<file path="src/design/dsvrt_pkg.sv">
// ----------------------------------------------------------------------------
// dsvrt_pkg: shared types and constants of the row tokenizer
// Result kinds, quote tracking codes and the step interface structs.
// ----------------------------------------------------------------------------
package dsvrt_pkg;

  localparam logic [7:0] NL_CHAR        = 8'h0A;
  localparam logic [7:0] QUOTE_CHAR     = 8'h22;
  localparam logic [7:0] DELIM_RESET    = 8'd44;

  localparam int unsigned FIFO_DEPTH    = 4;
  localparam int unsigned FIFO_AW       = $clog2(FIFO_DEPTH);
  localparam int unsigned FIFO_CW       = FIFO_AW + 1;

  typedef enum logic [1:0] {
    KIND_DATA  = 2'd0,
    KIND_FIELD = 2'd1,
    KIND_ROW   = 2'd2
  } kind_t;

  typedef enum logic [1:0] {
    QM_OUTSIDE = 2'd0,
    QM_INSIDE  = 2'd1,
    QM_HELD    = 2'd2
  } qmode_t;

  typedef struct packed {
    qmode_t qm;
    logic   fne;
  } tok_state_t;

  typedef struct packed {
    kind_t      kind;
    logic [7:0] data;
    logic       ffp;
    logic       last;
  } result_t;

  typedef struct packed {
    logic [1:0] count;
    result_t    res0;
    result_t    res1;
    tok_state_t state;
  } step_out_t;

endpackage

</file>
<file path="src/design/dsvrt_if.sv">
// ----------------------------------------------------------------------------
// dsvrt_if: valid/ready channels of the row tokenizer
// Input word channel, result word channel and delimiter write channel.
// ----------------------------------------------------------------------------
interface dsvrt_in_if;
  logic       valid;
  logic       ready;
  logic [7:0] in_byte;
  logic       stream_end;

  modport source (output valid, output in_byte, output stream_end, input ready);
  modport sink   (input valid, input in_byte, input stream_end, output ready);
endinterface

interface dsvrt_out_if;
  logic       valid;
  logic       ready;
  logic [1:0] result_kind;
  logic [7:0] out_byte;
  logic       final_field_present;
  logic       last_of_run;

  modport source (output valid, output result_kind, output out_byte,
                  output final_field_present, output last_of_run, input ready);
  modport sink   (input valid, input result_kind, input out_byte,
                  input final_field_present, input last_of_run, output ready);
endinterface

interface dsvrt_cfg_if;
  logic       valid;
  logic       ready;
  logic [7:0] delimiter_char;

  modport source (output valid, output delimiter_char, input ready);
  modport sink   (input valid, input delimiter_char, output ready);
endinterface

</file>
<file path="src/design/dsv_row_tokenizer_top.sv">
// ----------------------------------------------------------------------------
// dsv_row_tokenizer_top: delimiter-separated text tokenizer
// Splits a byte stream into data bytes, field ends and row ends.
// ----------------------------------------------------------------------------
// The block takes one text byte per word on in_ch and can accept a new word
// in every cycle while the queue has room. Each byte is classified against
// the quote state and the delimiter register; its zero, one or two result
// words go into a four-word result queue that drives out_ch. Input is taken
// whenever at least two queue slots are free, so with an attentive consumer
// the sustained rate is one byte per cycle, limited only by the one result
// word per cycle that out_ch delivers (bytes that raise a field end and a
// row end together need two output words). Results are registered in the
// queue before they appear on out_ch. The delimiter is written through cfg_ch,
// which is always ready; it should change only while no results are pending.
// ----------------------------------------------------------------------------
module dsv_row_tokenizer_top (
  input  logic        clk,
  input  logic        rst_n,
  dsvrt_in_if.sink    in_ch,
  dsvrt_out_if.source out_ch,
  dsvrt_cfg_if.sink   cfg_ch
);
  import dsvrt_pkg::*;

  logic [7:0]         delim_r;
  tok_state_t         state_r;
  step_out_t          step;

  result_t            fifo_mem_r [FIFO_DEPTH];
  logic [FIFO_AW-1:0] wr_ptr_r;
  logic [FIFO_AW-1:0] rd_ptr_r;
  logic [FIFO_CW-1:0] cnt_r;
  logic [FIFO_CW-1:0] cnt_nxt;

  logic               in_acc;
  logic               out_acc;
  logic [1:0]         push_n;

  // Configuration: the delimiter register accepts a write in any cycle.
  assign cfg_ch.ready = 1'b1;

  always_ff @(posedge clk) begin
    if (!rst_n) begin
      delim_r <= DELIM_RESET;
    end else if (cfg_ch.valid) begin
      delim_r <= cfg_ch.delimiter_char;
    end
  end

  // Classification of the incoming byte.
  dsvrt_step u_step (
    .in_byte    (in_ch.in_byte),
    .stream_end (in_ch.stream_end),
    .delim      (delim_r),
    .cur        (state_r),
    .step       (step)
  );

  // Two free slots guarantee room for the worst case of one byte.
  assign in_ch.ready = (cnt_r <= FIFO_CW'(FIFO_DEPTH - 2));
  assign in_acc      = in_ch.valid & in_ch.ready;
  assign out_acc     = out_ch.valid & out_ch.ready;
  assign push_n      = in_acc ? step.count : 2'd0;

  always_ff @(posedge clk) begin
    if (!rst_n) begin
      state_r <= '{qm: QM_OUTSIDE, fne: 1'b0};
    end else if (in_acc) begin
      state_r <= step.state;
    end
  end

  // Result queue. Entries need no reset: the count qualifies them.
  always_ff @(posedge clk) begin
    if (push_n != 2'd0) begin
      fifo_mem_r[wr_ptr_r] <= step.res0;
    end
    if (push_n == 2'd2) begin
      fifo_mem_r[wr_ptr_r + FIFO_AW'(1)] <= step.res1;
    end
  end

  always_comb begin
    cnt_nxt = cnt_r + FIFO_CW'(push_n) - FIFO_CW'(out_acc);
  end

  always_ff @(posedge clk) begin
    if (!rst_n) begin
      wr_ptr_r <= '0;
      rd_ptr_r <= '0;
      cnt_r    <= '0;
    end else begin
      wr_ptr_r <= wr_ptr_r + FIFO_AW'(push_n);
      rd_ptr_r <= rd_ptr_r + FIFO_AW'(out_acc);
      cnt_r    <= cnt_nxt;
    end
  end

  assign out_ch.valid               = (cnt_r != '0);
  assign out_ch.result_kind         = fifo_mem_r[rd_ptr_r].kind;
  assign out_ch.out_byte            = fifo_mem_r[rd_ptr_r].data;
  assign out_ch.final_field_present = fifo_mem_r[rd_ptr_r].ffp;
  assign out_ch.last_of_run         = fifo_mem_r[rd_ptr_r].last;

  // The queue never holds more words than it has slots.
  a_cnt_bound: assert property (@(posedge clk) disable iff (!rst_n)
    cnt_r <= FIFO_CW'(FIFO_DEPTH))
    else $error("result queue overflow");

  // A byte that ends the stream leaves the tokenizer at a row start.
  a_end_resets: assert property (@(posedge clk) disable iff (!rst_n)
    in_acc && in_ch.stream_end |=> state_r.qm == QM_OUTSIDE && !state_r.fne)
    else $error("stream end did not close the row");

  // A newline outside quotes clears the field state.
  a_nl_clears: assert property (@(posedge clk) disable iff (!rst_n)
    in_acc && state_r.qm == QM_OUTSIDE && in_ch.in_byte == NL_CHAR
    |=> !state_r.fne && state_r.qm == QM_OUTSIDE)
    else $error("newline did not end the row");

  // An accepted byte that yields results makes the queue non-empty next cycle.
  a_push_visible: assert property (@(posedge clk) disable iff (!rst_n)
    push_n != 2'd0 |=> out_ch.valid)
    else $error("pushed result not visible");

endmodule

</file>
<file path="src/design/dsvrt_step.sv">
// ----------------------------------------------------------------------------
// dsvrt_step: per-byte classifier
// Computes the next quote state and up to two result words for one byte.
// ----------------------------------------------------------------------------
module dsvrt_step (
  input  logic [7:0]             in_byte,
  input  logic                   stream_end,
  input  logic [7:0]             delim,
  input  dsvrt_pkg::tok_state_t  cur,
  output dsvrt_pkg::step_out_t   step
);
  import dsvrt_pkg::*;

  logic    outside;
  logic    row_done;
  logic    first_v;
  logic    row_v;
  result_t first_res;
  result_t row_res;
  tok_state_t nxt;

  always_comb begin
    nxt       = cur;
    outside   = 1'b0;
    row_done  = 1'b0;
    first_v   = 1'b0;
    first_res = '{kind: KIND_DATA, data: in_byte, ffp: 1'b0, last: 1'b0};

    unique case (cur.qm)
      QM_INSIDE: begin
        if (in_byte == QUOTE_CHAR) begin
          nxt.qm = QM_HELD;
        end else begin
          first_v = 1'b1;
          nxt.fne = 1'b1;
        end
      end
      QM_HELD: begin
        if (in_byte == QUOTE_CHAR) begin
          first_v = 1'b1;
          nxt.fne = 1'b1;
          nxt.qm  = QM_INSIDE;
        end else begin
          nxt.qm  = QM_OUTSIDE;
          outside = 1'b1;
        end
      end
      default: begin
        // The unused code is handled as outside quotes.
        nxt.qm  = QM_OUTSIDE;
        outside = 1'b1;
      end
    endcase

    if (outside) begin
      priority if (in_byte == NL_CHAR) begin
        row_done = 1'b1;
      end else if (in_byte == delim) begin
        first_v        = 1'b1;
        first_res.kind = KIND_FIELD;
        first_res.data = 8'd0;
        nxt.fne        = 1'b0;
      end else if (in_byte == QUOTE_CHAR) begin
        nxt.qm = QM_INSIDE;
      end else begin
        first_v = 1'b1;
        nxt.fne = 1'b1;
      end
    end

    row_v   = row_done | stream_end;
    row_res = '{kind: KIND_ROW, data: 8'd0, ffp: nxt.fne, last: 1'b1};
    if (row_v) begin
      nxt.fne = 1'b0;
      nxt.qm  = QM_OUTSIDE;
    end

    step.state = nxt;
    step.count = {1'b0, first_v} + {1'b0, row_v};
    if (first_v) begin
      step.res0      = first_res;
      step.res0.last = ~row_v;
      step.res1      = row_res;
    end else begin
      step.res0 = row_res;
      step.res1 = row_res;
    end
  end

endmodule
</file>
<file path="src/flat_wrapper.sv">
// flat-port wrapper written by rule: the top's interface ports become plain ports
module dsv_row_tokenizer_top_flat import dsvrt_pkg::*;
  (clk, rst_n, in_ch_valid, in_ch_in_byte, in_ch_stream_end, in_ch_ready, out_ch_valid, out_ch_result_kind, out_ch_out_byte, out_ch_final_field_present, out_ch_last_of_run, out_ch_ready, cfg_ch_valid, cfg_ch_delimiter_char, cfg_ch_ready);
  dsvrt_in_if in_ch_i ();
  dsvrt_out_if out_ch_i ();
  dsvrt_cfg_if cfg_ch_i ();
  input  logic clk;
  input  logic rst_n;
  input wire logic [$bits(in_ch_i.valid)-1:0] in_ch_valid;
  input wire logic [$bits(in_ch_i.in_byte)-1:0] in_ch_in_byte;
  input wire logic [$bits(in_ch_i.stream_end)-1:0] in_ch_stream_end;
  output wire logic [$bits(in_ch_i.ready)-1:0] in_ch_ready;
  output wire logic [$bits(out_ch_i.valid)-1:0] out_ch_valid;
  output wire logic [$bits(out_ch_i.result_kind)-1:0] out_ch_result_kind;
  output wire logic [$bits(out_ch_i.out_byte)-1:0] out_ch_out_byte;
  output wire logic [$bits(out_ch_i.final_field_present)-1:0] out_ch_final_field_present;
  output wire logic [$bits(out_ch_i.last_of_run)-1:0] out_ch_last_of_run;
  input wire logic [$bits(out_ch_i.ready)-1:0] out_ch_ready;
  input wire logic [$bits(cfg_ch_i.valid)-1:0] cfg_ch_valid;
  input wire logic [$bits(cfg_ch_i.delimiter_char)-1:0] cfg_ch_delimiter_char;
  output wire logic [$bits(cfg_ch_i.ready)-1:0] cfg_ch_ready;
  assign in_ch_i.valid = in_ch_valid;
  assign in_ch_i.in_byte = in_ch_in_byte;
  assign in_ch_i.stream_end = in_ch_stream_end;
  assign in_ch_ready = in_ch_i.ready;
  assign out_ch_valid = out_ch_i.valid;
  assign out_ch_result_kind = out_ch_i.result_kind;
  assign out_ch_out_byte = out_ch_i.out_byte;
  assign out_ch_final_field_present = out_ch_i.final_field_present;
  assign out_ch_last_of_run = out_ch_i.last_of_run;
  assign out_ch_i.ready = out_ch_ready;
  assign cfg_ch_i.valid = cfg_ch_valid;
  assign cfg_ch_i.delimiter_char = cfg_ch_delimiter_char;
  assign cfg_ch_ready = cfg_ch_i.ready;
  dsv_row_tokenizer_top u_core (.clk(clk), .rst_n(rst_n), .in_ch(in_ch_i), .out_ch(out_ch_i), .cfg_ch(cfg_ch_i));
endmodule
</file>
<file path="config.mk">
export PLATFORM = sky130hd
export DESIGN_NAME = dsv_row_tokenizer_top_flat
export DESIGN_NICKNAME = d
export VERILOG_FILES = /design/src/design/dsvrt_pkg.sv /design/src/design/dsvrt_if.sv /design/src/design/dsv_row_tokenizer_top.sv /design/src/design/dsvrt_step.sv /design/src/flat_wrapper.sv
export SDC_FILE = /design/constraint.sdc
export NUM_CORES = 1
export LEC_CHECK = 0
export BUFFER_PORTS_ARGS = -buffer_cell sky130_fd_sc_hd__buf_2
export CELL_PAD_IN_SITES_DETAIL_PLACEMENT = 1
export CELL_PAD_IN_SITES_GLOBAL_PLACEMENT = 1
export CORE_MARGIN = 3
export CORE_UTILIZATION = 46
export DETAILED_ROUTE_END_ITERATION = 8
export PLACE_DENSITY_LB_ADDON = 0.1
export SLEW_MARGIN = 5
export SYNTH_ARGS = -nofsm -noshare
export SYNTH_HDL_FRONTEND = slang
export SYNTH_SLANG_ARGS = --single-unit
</file>
<file path="constraint.sdc">
create_clock -name clk -period 3.9 [get_ports clk]
set_input_delay 0.39 -clock clk [delete_from_list [all_inputs] [get_ports clk]]
set_output_delay 0.39 -clock clk [all_outputs]
set_load 0.005 [all_outputs]
</file>
* After elaboration in Yosys (flattened, before gate mapping) *
Memories as Yosys holds them, arrays and structs flattened. A register that Yosys moved wholly into a read port is not among the register bits.
Index checks and enable logic that the tools add are counted.

storage, ports and cells
  register bits after elaboration = 18
  memory bits (writable) = 48
  input port bits = 22
  logic and storage cells = 59
  memories kept = 1

operators by class
  add/subtract/negate cells = 6
  magnitude comparators = 1
  equal/unequal tests = 6
  mux-type cells = 33
  bitwise logic cells = 4
  reduce and logical (&&, ||, !) cells = 2

memory list
  memory             words  width  rd ports  clocked after Yosys merged registers in  write ports  RTL line                     RTL
  u_core.fifo_mem_r  4      12     1         1                                        2            dsv_row_tokenizer_top.sv:29  result_t fifo_mem_r [FIFO_DEPTH];

operator list
  cell                 count
  $mux 9               3
  $mux 24              1
  $mux 1               17
  $mux 2               5
  $mux 3               3
  $eq 8x4->1 const B   1
  $eq 8x6->1 const B   1
  $eq 8x8->1           1
  $pmux 1 s2           3
  $eq 2x2->1 const B   2
  $pmux 2 s2           1
  $add 3x2->3          1
  $le 3x2->1 const B   1
  $reduce_bool 3->1    1
  $sub 3x1->3          1
  $add 1x1->2          1
  $add 2x1->2          1
  $add 2x1->2 const B  1
  $add 2x2->2          1
  $and 1x1->1          2
  $eq 2x1->1 const B   1
  $reduce_bool 2->1    1
  $not 1->1            1
  $or 1x1->1           1

* Depth between registers and ports, before layout *
Gate-level depths: netlist of run 1.

  depth after elaboration = 12
  gate-level depth with buffers = 16

* Cells and area by module *
From an unflattened synthesis of run 1, not the netlist that was laid out.

second synthesis, totals
  cells, all modules = 323
  area, all modules = 3962.6 µm²

modules (own cells, without submodules)
  module                 instances  cells an instance  area each (µm²)  sequential area each (µm²)
  dsv_row_tokenizer_top  1          216                3219.3           1801.7
  dsvrt_step             1          107                743.2            0.0

* Worst setup path after synthesis of run 1 *
No wires, ideal clock.

  path kind = input-to-reg
  from = in in_ch_in_byte[6]
  to = reg u_core.cnt_r[2]
  arrival = 3.264 ns
  setup slack = 0.521 ns
  cell stages on the path = 15
  cells stage by stage = buf_6 > xor2_1 > nor4_2 > a31oi_1 > o21a_1 > inv_2 > ha_1 > clkbuf_1 > and3_1 > ha_1 > inv_1 > fa_1 > xor2_1 > xnor2_1 > and2_1

between the ends
  cells in the longest elaborated chain, start to end = 11
  elaborated cells between the ends (all ways) = 18
  classes of those cells = 3 x add/sub; 3 x eq/ne; 11 x mux; 1 x bitwise

ends and longest elaborated chain
  what                              RTL line                                              RTL
  start, declared                   flat_wrapper.sv:10                                    input wire logic [$bits(in_ch_i.in_byte)-1:0] in_ch_in_byte;
  $eq 8x6->1                        dsvrt_step.sv:31, dsvrt_step.sv:39, dsvrt_step.sv:63
  $mux 1, on equally long branches  dsvrt_step.sv:39, dsvrt_step.sv:31
  $pmux 1 s2                        dsvrt_step.sv:29                                      unique case (cur.qm)
  $mux 1                            dsvrt_step.sv:63                                      end else if (in_byte == QUOTE_CHAR) begin
  $mux 1                            dsvrt_step.sv:58                                      end else if (in_byte == delim) begin
  $mux 1                            dsvrt_step.sv:56                                      priority if (in_byte == NL_CHAR) begin
  $mux 1                            dsvrt_step.sv:55                                      if (outside) begin
  $add 1x1->2 (*)                   dsvrt_step.sv:79                                      step.count = {1'b0, first_v} + {1'b0, row_v};
  $mux 2 (*)                        dsv_row_tokenizer_top.sv:63                           assign push_n = in_acc ? step.count : 2'd0;
  $add 3x2->3 (*)                   dsv_row_tokenizer_top.sv:84                           cnt_nxt = cnt_r + FIFO_CW'(push_n) - FIFO_CW'(out_acc);
  $sub 3x1->3 (*)                   dsv_row_tokenizer_top.sv:84
  end signal, assigned              dsv_row_tokenizer_top.sv:95                           cnt_r <= cnt_nxt;
  end, declared                     dsv_row_tokenizer_top.sv:32                           logic [FIFO_CW-1:0] cnt_r;

Mark *: on every way between the ends. The rest lies on a longest branch, timed or not.
A chain may end at the register's enable or synchronous reset.

==> reports/results.ini, run 1 <==
[global_route]
grt_pass1_wl_um = 14710
grt_max_degree = 23
overflow = 0
antenna_found_initial = 0
grtUsageTotal_pct = 22.32
grt_pass1_vias = 2739

[critical_path]
ff2ff_setup_slack_ps = 400
worstPathRequired_ps = 4190
worstSetupEndpointType = register
startpoint_type = register
ff2ff_path_depth = 12
worstSetupPathType = register to register
worstReg2RegEnd = u_core.fifo_mem_r[2][7]$_SDFFE_PP0P_
reg2reg_from = u_core.state_r[1]$_SDFFE_PN0N_
crit_fanout = 10
cp.arrival_ps = 3800

[min_path]
hold_class = input port to register
hold_depth = 3
min-delay-start = cfg_ch_delimiter_char[3]
hold_end = u_core.delim_r[3]$_SDFFE_PN1P_

[floorplanning]
dieHeight_um = 91.24
die_w_um = 91.24
core-area_sq_um = 6907
start_util_pct = 48.39
die_area_sq_um = 8324
pin_count = 37
std_cell_rows = 30

[routing]
drc = 0
drt_iter0_markers = 163
route.detailed.wl_per_inst_um = 19.15
wirelength_um = 8695
viasPerCell = 5.758
drt_first_pass_iters = 4
met2_length_um = 4182
met3WireLength_um = 269
dr.max_layer_used = met4
vias = 2614
final_antenna_net_count = 0
wl_met1_um = 4163

[placement]
gp_congestion = 0.7882
dpl-instance-area_sq_um = 3605
hpwl_um = 6306
port_buffers = 35

[power_and_ir_drop]
p_switching_w = 0.0007990
total_leakage_power_nw = 1.579
p_int_w = 0.001757
p_seq_share_pct = 42.6
p_per_area_nw_per_um2 = 664.0
comb_power_share_pct = 30.0
p_sw_share_pct = 31.27
ir_drop_uv = 365.6
power_frac_clock_pct = 27.4

[clock_tree]
clock_path_buffers = 2
clkSinkCount = 66
worst_skew_pair.late_latency_ps = 350
cts_tree = done
ctsHoldBuffers = 0
cts_setup_buffers = 0
numCtsBuffers = 9
clkTransAtPathRegs_ps = 80
cts_resized = 0
cts_max_level = 3
root_buffer = clkbuf_8

[synthesis]
ys_ff_latch = 66
netlist_instances = 313
synth-async-reset-ratio_pct = 0
synth_edf_count = 4
syn-num-nets = 345
ys_types = 65
yosysWarnings = 0
yosysSeqAreaShare_pct = 40.73
syn_area_sq_um = 3342
synth_flop_cell = dfxtp_1
syn_avg_cell_area_sq_um = 10.68

[cells_and_area]
finalInstanceArea_sq_um = 3849
drive_gt1_share_pct = 26.26
area_growth_pct = 15.16
antenna_cells = 0
final_nets = 385

[timing]
finalSetupTns_ps = 0
setup_viol = 0
fin_skew_ps = 10.26
slew_violations = 0
max_slew_margin_pct = 37.09
period_share_pct = 89.86
clock.fmax_mhz = 285.4
period_needed_ps = 3504
rsz0062_at_grt = no
hold_viol_final = 0
worst_slew_pin_slew_ps = 942.3

[job]
cap_violations = 0

[status]
status = completed

[area by class of cell]
cell class / count / area (sq um)
Tap cell: 96 / 120.1
Clock buffer: 10 / 148.9
Multi-Input combinational cell: 215 / 1805
Fill cell: 805 / 3058
Timing Repair Buffer: 47 / 265.3
Sequential cell: 66 / 1361
Inverter: 14 / 52.55
Clock inverter: 6 / 95.09
[kinds of logic after synthesis]
family,after synthesis,share of synthesized area (%)
AOI/OAI and AO/OA,90,21.08
xor gates and xnor gates,13,3.407
adders and majority gates,10,3.969
buffers and inverters,32,5.241
DFF,66,40.73
muxes,20,10.48
other,1,0.1122
and+or+nand+nor,81,14.98
[state kept, by name, indices dropped and copies added (netlist names)]
register	flops
u_core.cnt_r	3
u_core.delim_r	8
u_core.fifo_mem_r	48
u_core.rd_ptr_r	2
u_core.state_r	3
u_core.wr_ptr_r	2
[per-stage QoR]
step                hold slack, ps  util, %  power, W  worst slack (ps)  std cells
floorplan                    419.6        -  0.001605             520.9        313
global placement             436.1    52.19  0.001840             453.9        438
detailed placement           456.1    52.19  0.001873             374.2        438
CTS                          254.9    55.72  0.002576             421.2        454
global route                 272.4    55.72  0.002725             150.0        454
finish                       261.9    55.72  0.002556             395.6        454
[worst max path at each step]
stage	startpoint	to	slack, ps	cells after the start
after global placement	in_ch_in_byte[6]	u_core.cnt_r[2]$_SDFF_PN0_	450	13
after floorplan	in_ch_in_byte[6]	u_core.cnt_r[2]$_SDFF_PN0_	520	15
final	u_core.state_r[1]$_SDFFE_PN0N_	u_core.fifo_mem_r[2][7]$_SDFFE_PP0P_	400	12
after detailed placement	in_ch_in_byte[2]	u_core.cnt_r[2]$_SDFF_PN0_	370	13
after global routing	u_core.state_r[1]$_SDFFE_PN0N_	u_core.fifo_mem_r[0][9]$_SDFFE_PP0P_	150	12
after CTS	u_core.state_r[1]$_SDFFE_PN0N_	u_core.cnt_r[2]$_SDFF_PN0_	420	14
[power by group through the flow]
stage,Sequential (W),Clock [W],Combinational (W)
after floorplan,0.00100,0,0.000600
after global placement,0.00109,0,0.000749
after detailed placement,0.00110,0,0.000768
after CTS,0.00109,0.000710,0.000776
final,0.00109,0.000699,0.000767
after global routing,0.00112,0.000748,0.000855
[worst max-delay path: stages, from the launching register on]
cell and delay (ps):
dfxtp_1 360, inv_1 70, ha_1 300, nand2b_1 180
a31oi_1 290, o21a_1 320, inv_2 150, ha_1 470
o211a_1 390, nand2_1 200, a21oi_1 350, buf_4 210
a32o_1 160
[placed cells by master (no fill, tap or decap), types with 5 or more instances in the layout]
cell type  netlist  final
nor2b_1          7      7
nand3_1          7      7
ha_1             9      9
nor3b_1          5      5
a22o_1          21     21
and2_1          10     10
buf_4            2     12
buf_2            1     35
inv_1           13     13
a211oi_1         5      5
a21oi_1         11     11
xor2_1          11     11
dfxtp_1         62     62
o21ai_0         11     11
clkbuf_8         0      9
nand2_1         21     21
mux4_2          12     12
mux2i_1          8      8
[per-layer routing]
metal  vias up  track usage (%)
met5         -                0
met1      1307            30.34
met4         0            6.407
li1       1252                -
met3         8            4.722
met2        47            35.81
[synthesized netlist by cell type (3+ instances only)]
cell type  instances  share of area [%]
dfxtp_1           62                 37
a22o_1            21                5.5
nand2_1           21                2.4
inv_1             13                1.5
mux4_2            12                8.1
a21oi_1           11                1.6
o21ai_0           11                1.6
xor2_1            11                2.9
and2_1            10                1.9
ha_1               9                3.4
mux2i_1            8                2.4
nand3_1            7                1.0
nor2b_1            7                1.3
clkbuf_1           6               0.67
a211oi_1           5                1.1
buf_6              5                1.7
nor3b_1            5                1.1
a22o_2             4                1.2
a2bb2oi_1          4                1.0
a32o_1             4                1.2
edfxtp_1           4                3.6
nor2_1             4               0.45
o31ai_1            4               0.90
a21boi_0           3               0.67
a21o_1             3               0.67
and3_1             3               0.56
nand2b_1           3               0.56
nand3b_1           3               0.67
nor4b_1            3               0.79
o211ai_1           3               0.67
No activity file was read; power rests on OpenSTA's default activity.
==> inputs of run 2 (changes only) <==
--- a/config.mk
+++ b/config.mk
@@ -9,9 +9,9 @@
 export CELL_PAD_IN_SITES_DETAIL_PLACEMENT = 1
 export CELL_PAD_IN_SITES_GLOBAL_PLACEMENT = 1
 export CORE_MARGIN = 3
-export CORE_UTILIZATION = 46
+export CORE_UTILIZATION = 42
 export DETAILED_ROUTE_END_ITERATION = 8
-export PLACE_DENSITY_LB_ADDON = 0.1
+export PLACE_DENSITY = 0.78
 export SLEW_MARGIN = 5
 export SYNTH_ARGS = -nofsm -noshare
 export SYNTH_HDL_FRONTEND = slang
==> constraint.sdc (replaced) <==
create_clock -name clk -period 3.01 [get_ports clk]
set_input_delay 0.301 -clock clk [delete_from_list [all_inputs] [get_ports clk]]
set_output_delay 0.301 -clock clk [all_outputs]
set_load 0.005 [all_outputs]
==> run 2 against run 1 <==
Against the previous run: first-iteration DRC count grew 1.8%; maximum frequency grew 22%; critical endpoint is now u_core.fifo_mem_r[3][7]$_SDFFE_PP0P_; register-to-register slack lost 260 ps; sequential cell count is the same; utilization shrank 1.5 points; final cell count grew 5.9%; critical path type unchanged; clock power grew 10%; critical path depth grew 1; die area grew 8.9%; count of clock-buffer cells in the layout shrank 1; highest routed layer unchanged; worst setup slack lost 260 ps.
==> reports/results.ini, run 2 (synthesis gave the netlist of run 1 again) <==
[power_and_ir_drop]
p_switching_w = 0.001048
p_sw_share_pct = 32.40
p_per_area_nw_per_um2 = 796.4
total_leakage_power_nw = 1.682
p_seq_share_pct = 43.5
power_frac_clock_pct = 23.8
comb_power_share_pct = 32.7
p_int_w = 0.002186
ir_drop_uv = 252.4

[critical_path]
worstSetupEndpointType = register
crit_fanout = 6
worstPathRequired_ps = 3300
worstReg2RegEnd = u_core.fifo_mem_r[3][7]$_SDFFE_PP0P_
startpoint_type = register
reg2reg_from = u_core.state_r[2]$_SDFFE_PN0N_
ff2ff_setup_slack_ps = 140
worstSetupPathType = register to register
cp.arrival_ps = 3160
ff2ff_path_depth = 13

[routing]
drt_first_pass_iters = 4
route.detailed.wl_per_inst_um = 18.79
drt_iter0_markers = 166
drc = 0
viasPerCell = 5.742
final_antenna_net_count = 0
wirelength_um = 9038
vias = 2762

[cells_and_area]
fillers = 852
area_growth_pct = 21.53
final_common_cell = dfxtp_1
regMostFlops = u_core.fifo_mem_r
largest_reg_flops = 48
utilization_pct = 54.25
top_regs = u_core.fifo_mem_r (48), u_core.delim_r (8)
final_nets = 409
final_cell_mix = dfxtp_1, buf_4, buf_2
antenna_cells = 0
drive_gt1_share_pct = 33.51

[job]
cap_violations = 0

[clock_tree]
clock_path_buffers = 2
cts_max_level = 3
worst_skew_pair.late_latency_ps = 350
cts_tree = done
clkSinkCount = 66
numCtsBuffers = 9
ctsHoldBuffers = 0
root_buffer = clkbuf_8
clkTransAtPathRegs_ps = 80

[placement]
post-place-ws_ps = -72.14
port_buffers = 35
hpwl_um = 6587
gp_congestion = 0.7959

[floorplanning]
die_area_sq_um = 9063
start_util_pct = 44.64
dieHeight_um = 95.20
core-area_sq_um = 7486
std_cell_rows = 31
die_w_um = 95.20
pin_count = 37

[timing]
fin_ws_ps = 137.6
hold_viol_final = 0
slew_violations = 0
clock.fmax_mhz = 348.1
max_slew_margin_pct = 43.50
period_needed_ps = 2872
setup_viol = 0
rsz0062_at_grt = no
fin_skew_ps = 8.796
worst_slew_pin_slew_ps = 846.3
period_share_pct = 95.43

[global_route]
overflow = 0
antenna_found_initial = 0
grt_pass1_wl_um = 15040
grtUsageTotal_pct = 21.54
grt_max_degree = 23
grt_pass1_vias = 2914

[min_path]
hold_class = input port to register
hold_depth = 3
min-delay-start = cfg_ch_delimiter_char[3]
hold_end = u_core.delim_r[3]$_SDFFE_PN1P_

[status]
status = completed

==> run 2: layout make-up <==
cell class	instances	area [sq um]	share of cell area [%]
flip-flops and latches	66	1363	33.55
well taps	99	123.9	3.050
multi-input cells	215	1874	46.15
clock inverters	7	76.32	1.879
repair buffers	71	445.4	10.97
clock buffers	9	123.9	3.050
inverters	14	55.05	1.356
==> run 2: repair_timing <==
| item | in CTS | in global routing |
|---|---|---|
| gates resized for setup | 0 | 5 |
| endpoints found under the setup margin | 0 | 12 |
| buffers inserted | 0 | 1 |
==> run 2: per-layer routing <==
layer	part of all wire, %	vias up	GRT usage [%]
li1	-	1297	-
met1	46	1404	29.08
met2	49	49	34.46
met3	4.0	12	4.736
met4	1.3	0	6.490
met5	0	-	0
==> run 2: through the flow <==
step | area (sq um) | setup TNS [ps] | hold slack (ps) | cells | total power (W)
finish | 4061 | 0 | 160.1 | 481 | 0.003234
CTS | 4038 | 0 | 155.3 | 480 | 0.003257
floorplan | 3408 | -34.02 | 419.6 | 313 | 0.002094
detailed placement | 3837 | -303.8 | 448.5 | 464 | 0.002480
global placement | 3837 | -17.72 | 427.8 | 464 | 0.002422
global route | 4061 | 0 | 167.4 | 481 | 0.003454
==> run 2: critical path, stage by stage (launching register included) <==
cell and delay (ps):
dfxtp_1 360, inv_1 50, ha_1 200, buf_4 160, inv_1 120, a31oi_2 120, o21a_2 240, inv_4 70
ha_2 180, buf_4 130, o211a_1 230, nand3_1 150, a21oi_1 540, a32o_1 260
==> run 2: power groups by stage <==
stage	sequential, W	combinational [W]	clock [W]
after detailed placement	0.00143	0.00106	0
final	0.00141	0.00106	0.000769
after CTS	0.00141	0.00107	0.000782
after global routing	0.00145	0.00118	0.000825
after global placement	0.00141	0.00102	0
after floorplan	0.00130	0.000792	0
==> run 2: how the worst max path moves through the flow <==
stage	startpoint	endpoint	slack (ps)
after floorplan	in_ch_in_byte[0]	u_core.cnt_r[2]$_SDFF_PN0_	-30
after CTS	u_core.state_r[1]$_SDFFE_PN0N_	u_core.cnt_r[2]$_SDFF_PN0_	60
after global routing	u_core.state_r[1]$_SDFFE_PN0N_	u_core.cnt_r[2]$_SDFF_PN0_	3
after global placement	in_ch_in_byte[0]	u_core.cnt_r[2]$_SDFF_PN0_	-20
final	u_core.state_r[2]$_SDFFE_PN0N_	u_core.fifo_mem_r[3][7]$_SDFFE_PP0P_	140
after detailed placement	in_ch_in_byte[0]	u_core.cnt_r[2]$_SDFF_PN0_	-70
==> inputs of run 3 (changes only) <==
--- a/config.mk
+++ b/config.mk
@@ -10,8 +10,11 @@
 export CELL_PAD_IN_SITES_GLOBAL_PLACEMENT = 1
 export CORE_MARGIN = 3
 export CORE_UTILIZATION = 42
+export CTS_CLUSTER_DIAMETER = 100
 export DETAILED_ROUTE_END_ITERATION = 8
 export PLACE_DENSITY = 0.78
+export RECOVER_POWER = 25
+export SKIP_CTS_REPAIR_TIMING = 1
 export SLEW_MARGIN = 5
 export SYNTH_ARGS = -nofsm -noshare
 export SYNTH_HDL_FRONTEND = slang
==> run 3 against run 2 <==
Against the previous run: clock skew rose by 2.6 ps; sequential power barely moved; worst setup slack improved by 21 ps; final cell count did not move; critical endpoint unchanged.
==> reports/results.ini, run 3 (synthesis gave the netlist of run 1 again) <==
[status]
status = completed

[routing]
vias = 2762
wirelength_um = 9058
drt_first_pass_iters = 4
drc = 0
viasPerCell = 5.742
final_antenna_net_count = 0
drt_iter0_markers = 171
route.detailed.wl_per_inst_um = 18.83

[cells_and_area]
multi_input_area_sq_um = 1871
area_growth_pct = 20.97
top_regs = u_core.fifo_mem_r (48), u_core.delim_r (8)
register_area_sq_um = 1363
antenna_cells = 0
fillers = 858
drive_gt1_share_pct = 31.68
largest_reg_flops = 48
regMostFlops = u_core.fifo_mem_r
final_cell_mix = dfxtp_1, buf_4, buf_2
final_common_cell = dfxtp_1
final_nets = 409

[power_and_ir_drop]
power_frac_clock_pct = 23.8
p_seq_share_pct = 43.8
total_leakage_power_nw = 1.659
p_int_w = 0.002173
ir_drop_uv = 252.1
p_switching_w = 0.001046
p_per_area_nw_per_um2 = 796.0
p_sw_share_pct = 32.49
comb_power_share_pct = 32.4

[placement]
hpwl_um = 6587
port_buffers = 35
gp_congestion = 0.7959

[min_path]
hold_depth = 3
min-delay-start = cfg_ch_delimiter_char[3]
hold_class = input port to register
hold_end = u_core.delim_r[3]$_SDFFE_PN1P_

[global_route]
grt_pass1_wl_um = 15040
antenna_found_initial = 0
grt_pass1_vias = 2914
overflow = 0
grtUsageTotal_pct = 21.54
grt_max_degree = 23

[timing]
setup_viol = 0
fin_skew_ps = 11.40
period_needed_ps = 2852
rsz0062_at_grt = no
whs_ps = 165.5
slew_violations = 0
hold_viol_final = 0
period_share_pct = 94.73
worst_slew_pin_slew_ps = 839.3
finalSetupTns_ps = 0
max_slew_margin_pct = 43.97
clock.fmax_mhz = 350.7

[critical_path]
ff2ff_path_depth = 13
worstPathRequired_ps = 3300
worstSetupPathType = register to register
worstReg2RegEnd = u_core.fifo_mem_r[3][7]$_SDFFE_PP0P_
cp.arrival_ps = 3140
reg2reg_from = u_core.state_r[2]$_SDFFE_PN0N_
startpoint_type = register
ff2ff_setup_slack_ps = 160
crit_fanout = 6
worstSetupEndpointType = register

[clock_tree]
clkTransAtPathRegs_ps = 80
cts_tree = done
root_buffer = clkbuf_8
cts_max_level = 3
numCtsBuffers = 9
clock_path_buffers = 2
clkSinkCount = 66
worst_skew_pair.late_latency_ps = 350

[floorplanning]
start_util_pct = 44.64
core-area_sq_um = 7486
die_w_um = 95.20
die_area_sq_um = 9063
pin_count = 37
dieHeight_um = 95.20
std_cell_rows = 31

[job]
cap_violations = 0

==> run 3: cell types whose count changed in the layout (fill, tap and decap cells not counted), sizes merged <==
cell,before,now
buf,71,65
clkbuf,9,15
==> run 3: how the worst max path moves through the flow <==
stage | startpoint | endpoint | slack (ps) | cells after the start
2_1_floorplan | in_ch_in_byte[0] | u_core.cnt_r[2]$_SDFF_PN0_ | -30 | 13
3_3_place_gp | in_ch_in_byte[0] | u_core.cnt_r[2]$_SDFF_PN0_ | -20 | 13
3_5_place_dp | in_ch_in_byte[0] | u_core.cnt_r[2]$_SDFF_PN0_ | -70 | 13
4_1_cts | u_core.state_r[1]$_SDFFE_PN0N_ | u_core.cnt_r[2]$_SDFF_PN0_ | 60 | 14
5_1_grt | u_core.state_r[1]$_SDFFE_PN0N_ | u_core.cnt_r[2]$_SDFF_PN0_ | 2 | 15
6_report | u_core.state_r[2]$_SDFFE_PN0N_ | u_core.fifo_mem_r[3][7]$_SDFFE_PP0P_ | 160 | 13
==> run 3: final cells by class <==
| class | count | share of cell area (%) |
|---|---|---|
| flip-flops and latches | 66 | 33.70 |
| repair buffers | 71 | 10.65 |
| clock buffers | 9 | 3.064 |
| inverters | 14 | 1.362 |
| multi-input cells | 215 | 46.27 |
| clock inverters | 7 | 1.888 |
| well taps | 99 | 3.064 |
==> run 3: critical path, stage by stage, from the launching register on <==
cell and delay [ps]:
dfxtp_1 330, inv_1 60, ha_1 170, buf_4 150, inv_1 80, and2_2 210, o21a_2 240, inv_4 70
ha_2 180, buf_4 130, o211a_1 230, nand3_1 150, a21oi_1 540, a32o_1 250
==> run 3: per-layer routing <==
layer,vias up,track usage [%],part of all wire (%)
li1,1297,-,-
met1,1400,29.08,45
met2,56,34.46,49
met3,9,4.736,4.7
met4,0,6.490,0.98
met5,-,0,0
==> run 3: power groups by stage <==
stage	sequential, W	clock (W)	combinational, W
after global placement	0.00141	0	0.00102
after floorplan	0.00130	0	0.000792
after global routing	0.00145	0.000825	0.00117
after detailed placement	0.00143	0	0.00106
after CTS	0.00141	0.000782	0.00107
final	0.00141	0.000767	0.00104
==> run 3: per-stage QoR <==
| step | instance area, sq um | std cells | power (W) | setup slack [ps] | utilization [%] |
|---|---|---|---|---|---|
| 2_1_floorplan | 3408 | 313 | 0.002094 | -34.02 | - |
| 3_3_place_gp | 3837 | 464 | 0.002422 | -17.72 | 51.26 |
| 3_5_place_dp | 3837 | 464 | 0.002480 | -72.14 | 51.26 |
| 4_1_cts | 4038 | 480 | 0.003257 | 60.64 | 53.94 |
| 5_1_grt | 4043 | 481 | 0.003440 | 1.746 | 54.00 |
| 6_report | 4043 | 481 | 0.003218 | 158.5 | 54.00 |
